--- config.mk ---
export PLATFORM = sky130hd
export DESIGN_NAME = circular_deque_flat
export DESIGN_NICKNAME = d
export VERILOG_FILES = /design/src/rtl/deq_pkg.sv /design/src/rtl/deq_req_if.sv /design/src/rtl/deq_rsp_if.sv /design/src/rtl/deq_ctrl.sv /design/src/rtl/deq_datapath.sv /design/src/rtl/circular_deque.sv /design/src/flat_wrapper.sv
export SDC_FILE = /design/constraint.sdc
export NUM_CORES = 1
export LEC_CHECK = 0
export BUFFER_PORTS_ARGS = -buffer_cell sky130_fd_sc_hd__buf_2
export CORE_MARGIN = 3
export CORE_UTILIZATION = 34
export DETAILED_ROUTE_END_ITERATION = 7
export GPL_TIMING_DRIVEN = 1
export PLACE_DENSITY_LB_ADDON = 0.3
export RECOVER_POWER = 25
export SLEW_MARGIN = 30
export SYNTH_ARGS = -nofsm -noshare
export SYNTH_HDL_FRONTEND = slang
export SYNTH_SLANG_ARGS = --single-unit
--- constraint.sdc ---
create_clock -name clock -period 5.6 [get_ports clock]
set_input_delay 0.56 -clock clock [delete_from_list [all_inputs] [get_ports clock]]
set_output_delay 0.56 -clock clock [all_outputs]
set_load 0.01 [all_outputs]
--- src/rtl/deq_pkg.sv ---
package deq_pkg;

   // Payload field widths of the two channels
   localparam int FUNC_W   = 2;
   localparam int VALUE_W  = 32;
   localparam int STATUS_W = 2;
   localparam int OCC_W    = 4;

   // Operation codes carried in func
   localparam logic [FUNC_W-1:0] OP_PUSH_FRONT = 2'd0;
   localparam logic [FUNC_W-1:0] OP_POP_FRONT  = 2'd1;
   localparam logic [FUNC_W-1:0] OP_PUSH_BACK  = 2'd2;
   localparam logic [FUNC_W-1:0] OP_POP_BACK   = 2'd3;

   // Result status codes
   localparam logic [STATUS_W-1:0] ST_OK    = 2'd0;
   localparam logic [STATUS_W-1:0] ST_FULL  = 2'd1;
   localparam logic [STATUS_W-1:0] ST_EMPTY = 2'd2;

   // Commands from the controller to the datapath
   typedef struct packed {
      logic accept;   // take the request item and update the ring
      logic load;     // move the finished result into the output register
   } cmd_type;

endpackage

--- src/rtl/deq_req_if.sv ---
interface deq_req_if;
   logic                               valid;
   logic                               ready;
   logic [deq_pkg::FUNC_W-1:0]         func;
   logic signed [deq_pkg::VALUE_W-1:0] push_value;

   modport source (output valid, output func, output push_value, input ready);
   modport sink   (input valid, input func, input push_value, output ready);
endinterface

--- src/rtl/deq_rsp_if.sv ---
interface deq_rsp_if;
   logic                               valid;
   logic                               ready;
   logic signed [deq_pkg::VALUE_W-1:0] pop_value;
   logic [deq_pkg::STATUS_W-1:0]       status;
   logic [deq_pkg::OCC_W-1:0]          occupancy;

   modport source (output valid, output pop_value, output status, output occupancy,
                   input ready);
   modport sink   (input valid, input pop_value, input status, input occupancy,
                   output ready);
endinterface

--- src/rtl/deq_ctrl.sv ---
module deq_ctrl (
   input  logic             clock,
   input  logic             reset,
   input  logic             req_valid,
   output logic             req_ready,
   output logic             rsp_valid,
   input  logic             rsp_ready,
   output deq_pkg::cmd_type cmd
);

   localparam logic ST_IDLE = 1'b0;   // waiting for a request item
   localparam logic ST_EXEC = 1'b1;   // store read returning, result pending

   logic state_ff, state_in;
   logic rsp_valid_ff, rsp_valid_in;
   logic out_free;

   assign req_ready  = (state_ff == ST_IDLE);
   assign out_free   = !rsp_valid_ff || rsp_ready;
   assign cmd.accept = req_valid && req_ready;
   assign cmd.load   = (state_ff == ST_EXEC) && out_free;
   assign rsp_valid  = rsp_valid_ff;

   always_comb begin
      state_in = state_ff;
      case (state_ff)
         ST_IDLE: begin
            if (cmd.accept) state_in = ST_EXEC;
         end
         ST_EXEC: begin
            if (cmd.load) state_in = ST_IDLE;
         end
         default: state_in = ST_IDLE;
      endcase
   end

   always_comb begin
      if (cmd.load) begin
         rsp_valid_in = 1'b1;
      end else if (rsp_ready) begin
         rsp_valid_in = 1'b0;
      end else begin
         rsp_valid_in = rsp_valid_ff;
      end
   end

   always_ff @(posedge clock) begin
      if (reset) begin
         state_ff     <= ST_IDLE;
         rsp_valid_ff <= 1'b0;
      end else begin
         state_ff     <= state_in;
         rsp_valid_ff <= rsp_valid_in;
      end
   end

endmodule

--- src/rtl/deq_datapath.sv ---
module deq_datapath #(
   parameter int DEPTH      = 8,
   parameter int DATA_WIDTH = 32
) (
   input  logic                                clock,
   input  logic                                reset,
   input  deq_pkg::cmd_type                    cmd,
   input  logic [deq_pkg::FUNC_W-1:0]          func,
   input  logic signed [deq_pkg::VALUE_W-1:0]  push_value,
   output logic signed [deq_pkg::VALUE_W-1:0]  pop_value,
   output logic [deq_pkg::STATUS_W-1:0]        status,
   output logic [deq_pkg::OCC_W-1:0]           occupancy
);

   localparam int IDX_W = $clog2(DEPTH);
   localparam int CNT_W = $clog2(DEPTH + 1);
   localparam logic [IDX_W-1:0] LAST_IDX = IDX_W'(DEPTH - 1);
   localparam logic [CNT_W-1:0] FULL_CNT = CNT_W'(DEPTH);

   logic [DATA_WIDTH-1:0] mem [DEPTH];
   logic [DATA_WIDTH-1:0] rd_data_ff;

   logic [IDX_W-1:0] head_ff, head_in, tail_ff, tail_in;
   logic [CNT_W-1:0] count_ff, count_in;
   logic [IDX_W-1:0] head_prev, head_next, tail_prev, tail_next;
   logic [IDX_W-1:0] wr_addr, rd_addr;
   logic             wr_en, rd_en;
   logic             is_full, is_empty;
   logic [deq_pkg::STATUS_W-1:0] status_in, pend_status_ff;
   logic             pop_ok_in, pend_pop_ok_ff;
   logic [DATA_WIDTH-1:0] word;

   logic signed [deq_pkg::VALUE_W-1:0] pop_value_ff;
   logic [deq_pkg::STATUS_W-1:0]       status_ff;
   logic [deq_pkg::OCC_W-1:0]          occupancy_ff;

   assign word      = DATA_WIDTH'($unsigned(push_value));
   assign is_full   = (count_ff == FULL_CNT);
   assign is_empty  = (count_ff == '0);
   assign head_prev = (head_ff == '0) ? LAST_IDX : head_ff - 1'b1;
   assign head_next = (head_ff == LAST_IDX) ? '0 : head_ff + 1'b1;
   assign tail_prev = (tail_ff == '0) ? LAST_IDX : tail_ff - 1'b1;
   assign tail_next = (tail_ff == LAST_IDX) ? '0 : tail_ff + 1'b1;

   always_comb begin
      head_in   = head_ff;
      tail_in   = tail_ff;
      count_in  = count_ff;
      wr_en     = 1'b0;
      rd_en     = 1'b0;
      wr_addr   = tail_ff;
      rd_addr   = head_ff;
      status_in = deq_pkg::ST_OK;
      pop_ok_in = 1'b0;
      case (func)
         deq_pkg::OP_PUSH_FRONT: begin
            if (is_full) begin
               status_in = deq_pkg::ST_FULL;
            end else begin
               head_in  = head_prev;
               wr_addr  = head_prev;
               wr_en    = cmd.accept;
               count_in = count_ff + 1'b1;
            end
         end
         deq_pkg::OP_PUSH_BACK: begin
            if (is_full) begin
               status_in = deq_pkg::ST_FULL;
            end else begin
               tail_in  = tail_next;
               wr_addr  = tail_ff;
               wr_en    = cmd.accept;
               count_in = count_ff + 1'b1;
            end
         end
         deq_pkg::OP_POP_FRONT: begin
            if (is_empty) begin
               status_in = deq_pkg::ST_EMPTY;
            end else begin
               head_in   = head_next;
               rd_addr   = head_ff;
               rd_en     = cmd.accept;
               pop_ok_in = 1'b1;
               count_in  = count_ff - 1'b1;
            end
         end
         deq_pkg::OP_POP_BACK: begin
            if (is_empty) begin
               status_in = deq_pkg::ST_EMPTY;
            end else begin
               tail_in   = tail_prev;
               rd_addr   = tail_prev;
               rd_en     = cmd.accept;
               pop_ok_in = 1'b1;
               count_in  = count_ff - 1'b1;
            end
         end
         default: status_in = deq_pkg::ST_OK;
      endcase
   end

   // Ring store: at most one write or one registered read per item
   always_ff @(posedge clock) begin
      if (wr_en) mem[wr_addr] <= word;
      if (rd_en) rd_data_ff <= mem[rd_addr];
   end

   always_ff @(posedge clock) begin
      if (reset) begin
         head_ff  <= '0;
         tail_ff  <= '0;
         count_ff <= '0;
      end else if (cmd.accept) begin
         head_ff  <= head_in;
         tail_ff  <= tail_in;
         count_ff <= count_in;
      end
   end

   always_ff @(posedge clock) begin
      if (cmd.accept) begin
         pend_status_ff <= status_in;
         pend_pop_ok_ff <= pop_ok_in;
      end
      if (cmd.load) begin
         pop_value_ff <= pend_pop_ok_ff ? deq_pkg::VALUE_W'($unsigned(rd_data_ff)) : '0;
         status_ff    <= pend_status_ff;
         occupancy_ff <= deq_pkg::OCC_W'(count_ff);
      end
   end

   assign pop_value = pop_value_ff;
   assign status    = status_ff;
   assign occupancy = occupancy_ff;

endmodule

--- src/rtl/circular_deque.sv ---
// An accepted item's result reaches the output register after the index update and,
// for a pop, the registered read of the ring store; it waits in the controller's
// execute state while that register holds a result the sink has not yet taken.
// A new item is taken only once the result of the previous one has been loaded.
// Reset (synchronous, active high) empties the deque and clears both handshakes;
// the ring store itself is not cleared and needs no clearing pass.
module circular_deque #(
   parameter int DEPTH      = 8,
   parameter int DATA_WIDTH = 32
) (
   input  logic      clock,
   input  logic      reset,
   deq_req_if.sink   req_ch,
   deq_rsp_if.source rsp_ch
);

   // The controller decides when an item is taken and when its result moves to
   // the output register; the datapath owns the head and tail indices, the
   // word count, the ring store and the output register.
   deq_pkg::cmd_type cmd;

   // A new item is taken only while the controller is idle. The output
   // register parts the two sides, so an item may be accepted while the
   // previous result still waits for the sink; its result then waits in the
   // controller's execute state until the output register is free.
   deq_ctrl u_ctrl (
      .clock     (clock),
      .reset     (reset),
      .req_valid (req_ch.valid),
      .req_ready (req_ch.ready),
      .rsp_valid (rsp_ch.valid),
      .rsp_ready (rsp_ch.ready),
      .cmd       (cmd)
   );

   // A push to a full deque and a pop from an empty one leave the indices and
   // count as they were and report full or empty with a zero pop value. The
   // occupancy shown is the count after the operation, in its low four bits.
   deq_datapath #(
      .DEPTH      (DEPTH),
      .DATA_WIDTH (DATA_WIDTH)
   ) u_datapath (
      .clock      (clock),
      .reset      (reset),
      .cmd        (cmd),
      .func       (req_ch.func),
      .push_value (req_ch.push_value),
      .pop_value  (rsp_ch.pop_value),
      .status     (rsp_ch.status),
      .occupancy  (rsp_ch.occupancy)
   );

endmodule

--- src/flat_wrapper.sv ---
// flat-port wrapper written by rule: the top's interface ports become plain ports
module circular_deque_flat 
#(
   parameter int DEPTH      = 8,
   parameter int DATA_WIDTH = 32
)
  (clock, reset, req_ch_valid, req_ch_func, req_ch_push_value, req_ch_ready, rsp_ch_valid, rsp_ch_pop_value, rsp_ch_status, rsp_ch_occupancy, rsp_ch_ready);
  deq_req_if req_ch_i ();
  deq_rsp_if rsp_ch_i ();
  input  logic clock;
  input  logic reset;
  input wire logic [$bits(req_ch_i.valid)-1:0] req_ch_valid;
  input wire logic [$bits(req_ch_i.func)-1:0] req_ch_func;
  input wire logic [$bits(req_ch_i.push_value)-1:0] req_ch_push_value;
  output wire logic [$bits(req_ch_i.ready)-1:0] req_ch_ready;
  output wire logic [$bits(rsp_ch_i.valid)-1:0] rsp_ch_valid;
  output wire logic [$bits(rsp_ch_i.pop_value)-1:0] rsp_ch_pop_value;
  output wire logic [$bits(rsp_ch_i.status)-1:0] rsp_ch_status;
  output wire logic [$bits(rsp_ch_i.occupancy)-1:0] rsp_ch_occupancy;
  input wire logic [$bits(rsp_ch_i.ready)-1:0] rsp_ch_ready;
  assign req_ch_i.valid = req_ch_valid;
  assign req_ch_i.func = req_ch_func;
  assign req_ch_i.push_value = req_ch_push_value;
  assign req_ch_ready = req_ch_i.ready;
  assign rsp_ch_valid = rsp_ch_i.valid;
  assign rsp_ch_pop_value = rsp_ch_i.pop_value;
  assign rsp_ch_status = rsp_ch_i.status;
  assign rsp_ch_occupancy = rsp_ch_i.occupancy;
  assign rsp_ch_i.ready = rsp_ch_ready;
  circular_deque #(.DEPTH(DEPTH), .DATA_WIDTH(DATA_WIDTH)) u_core (.clock(clock), .reset(reset), .req_ch(req_ch_i), .rsp_ch(rsp_ch_i));
endmodule
==> results_dict.tcl <==
set metrics [dict create \
    first_pass_iters 5 \
    h-tree-depth 2 \
    relSlewSlack_pct 39.1 \
    cts_resized 0 \
    cts_setup_buffers 0 \
    cts_tree "built" \
    num_vias 7360 \
    crit_type "register to register" \
    grt_max_degree 59 \
    yosysUniqueCellTypes 37 \
    synth.cell_area_um2 13200 \
    fin_crit_sh_pct 59.7 \
    reg2regPathDepth 7 \
    area_delta_synth_final_pct 17.7 \
    cts_buffers 37 \
    setup_viol 0 \
    start_util_pct 34.8 \
    critPathSlowestCell "nor2_2" \
    syn_nets 935 \
    min_path_cells 3 \
    cts_root_buf "clkbuf_16" \
    endpoint_kind "register" \
    dieArea_um2 41200 \
    final_cell_mix "edfxtp_1, nand2_1, nand3_1, buf_2, clkbuf_16" \
    period_needed_ns 3.34 \
    fmax_mhz 299 \
    cts-hold-fix-buffers 0 \
    setup_tns_ns 0 \
    vdd_drop_max_mv 0.226 \
    die_y_um 203 \
    cts_buffer_depth 3 \
    avgSynthCellArea_um2 14.9 \
    crit_chain "nor4_4, nor2_2, mux2_4, buf_4, mux2i_1, a32oi_1, and3_1" \
    synth_seq_cells 341 \
    p_per_area_nw_per_um2 395 \
    outcome "completed" \
    wl_per_cell_um 18.9 \
    yosysSeqAreaShare_pct 76.7 \
    min_path_type "input pin to register" \
    port_buffers 77 \
    critPathRequiredTime_ns 5.86 \
    grt_pass1_wl_mm 44.2 \
    globalplace.congestion 0.750 \
    max_cap_viol_count 0 \
    yosys_warnings 0 \
    grt_pass1_vias 7439 \
    antenna_found_initial 4 \
    synth_cells 886 \
    rsz0062_at_grt "no" \
    final_net_count 1027 \
    die_x_um 203 \
    fin_worst_skew_ns 0.0166 \
    rows 71 \
    overflow 0 \
    wl_mm 28.7 \
    clk_pin_slew_ns 0.06 \
    core_um2 37900 \
    boundaryPins 78 \
    cp_max_fo 54 \
    tightest_slew_ns 0.914 \
    final_common_cell "edfxtp_1" \
    grt_use_total_pct 14.0 \
    start_kind "register" \
    drt_iter0_drc 458 \
    p_leak_uw 0.00518 \
    remaining_drc_errors 0 \
    slew_violations 0 \
    ant_nets 0 \
    routed_via_density 4.85 \
    fin_hold_ws_ns 0.327 \
    drive_above_1_share_pct 14.3 \
    finalHoldViolations 0 \
    worstPathArrival_ns 3.60 \
    clk_latency_ns 0.52 \
    cts_sinks 341 \
    hpwl_mm 15.8 \
    slowest_delay_ns 0.67 \
]
worst max-delay path, delay by kind of cell (launching register included):
kind                   cells  cell delay (ns)
AOI/OAI and AO/OA          1             0.07
buffers and inverters      1             0.63
DFF                        1             0.50
muxes                      2             0.89
and+or+nand+nor            3             0.95
report_power, final:
| part | total (uW) | switching (uW) | internal, uW |
|---|---|---|---|
| Sequential | 2980 | 42.6 | 2940 |
| Combinational | 754 | 490 | 264 |
| Clock | 2390 | 942 | 1450 |
layout make-up:
type	count	area [um2]
Tap cell	511	639
Multi-Input combinational cell	491	2980
Inverter	9	33.8
Fill cell	3471	22400
Clock inverter	20	196
Timing Repair Buffer	98	551
Sequential cell	341	10100
Antenna cell	3	7.51
Clock buffer	45	998
cell usage after synthesis:
library cell / number / area [um2]
o22a_1: 1 / 8.76
nand2_1: 203 / 762
a221oi_2: 1 / 15.0
a32oi_1: 32 / 280
xnor2_1: 4 / 35.0
buf_6: 1 / 11.3
inv_1: 9 / 33.8
nand3b_1: 1 / 7.51
nor4_4: 1 / 21.3
a221oi_1: 1 / 8.76
edfxtp_1: 329 / 9880
xor2_1: 2 / 17.5
o32ai_2: 3 / 48.8
o32ai_1: 1 / 8.76
and3_1: 31 / 194
a211oi_1: 6 / 45.0
nand4b_1: 1 / 8.76
dfxtp_1: 12 / 240
ha_1: 10 / 125
o21ai_0: 4 / 20.0
a311oi_1: 1 / 8.76
nor2_2: 1 / 6.26
nor3_1: 4 / 20.0
mux2_4: 1 / 15.0
mux2i_1: 39 / 390
nor2b_1: 2 / 12.5
or4b_2: 1 / 10.0
clkbuf_1: 25 / 93.8
nand2b_1: 4 / 25.0
nor2_1: 21 / 78.8
nand3_1: 62 / 310
a21o_1: 2 / 15.0
mux2_2: 3 / 33.8
and2_1: 36 / 225
buf_2: 19 / 95.1
fa_1: 1 / 20.0
a21oi_1: 11 / 55.1
cells by family after synthesis:
family                     after synthesis  share of synthesized area (%)
AOI/OAI and AO/OA                       63                           3.90
xor gates and xnor gates                 6                          0.399
adders and majority gates               11                           1.10
buffers and inverters                   54                           1.77
DFF                                    341                           76.7
muxes                                   43                           3.33
and+or+nand+nor                        368                           12.8
per-stage QoR:
stage | cells | utilization (%) | power (uW) | setup WS, ns | cell area [um2]
2_1_floorplan | 886 | - | 3530 | 2.26 | 13200
3_5_place_dp | 1450 | 37.8 | 3800 | 1.81 | 14400
3_3_place_gp | 1448 | 37.7 | 3790 | 1.88 | 14300
6_report | 1518 | 40.9 | 6130 | 2.26 | 15500
5_1_grt | 1517 | 40.9 | 6390 | 2.00 | 15500
4_1_cts | 1515 | 41.0 | 6210 | 2.14 | 15500
final timing paths:
check | from | to | slack (ns)
worst max-delay path | u_core.u_datapath.count_ff[0]$_SDFFE_PP0P_ | u_core.u_datapath.rd_data_ff[22]$_DFFE_PP_ | 2.26
worst min-delay path | req_ch_valid | u_core.u_ctrl.state_ff$_SDFF_PP0_ | 0.33
worst max register to register | u_core.u_datapath.count_ff[0]$_SDFFE_PP0P_ | u_core.u_datapath.rd_data_ff[22]$_DFFE_PP_ | 2.26
worst min register to register | u_core.u_datapath.pend_status_ff[1]$_SDFFCE_PP0N_ | u_core.u_datapath.status[1]$_DFFE_PP_ | 0.43
per-layer routing:
layer	track usage [%]	vias up	wire length (um)
li1	-	3480	-
met1	18.8	3674	12900
met2	23.0	152	13800
met3	2.68	52	1310
met4	4.28	2	696
met5	0	-	7
state kept, by name, summed over array words and instances, names as in the netlist:
name / cells
u_core.u_datapath.tail_ff: 3
u_core.u_datapath.pend_pop_ok_ff: 1
u_core.u_datapath.occupancy: 4
u_core.u_datapath.pop_value: 32
u_core.u_ctrl.rsp_valid: 1
u_core.u_datapath.head_ff: 3
u_core.u_datapath.status: 2
u_core.u_datapath.count_ff: 4
u_core.u_datapath.pend_status_ff: 2
u_core.u_ctrl.state_ff: 1
u_core.u_datapath.mem: 256
u_core.u_datapath.rd_data_ff: 32
Note: power is estimated with default switching activity, not from simulation.
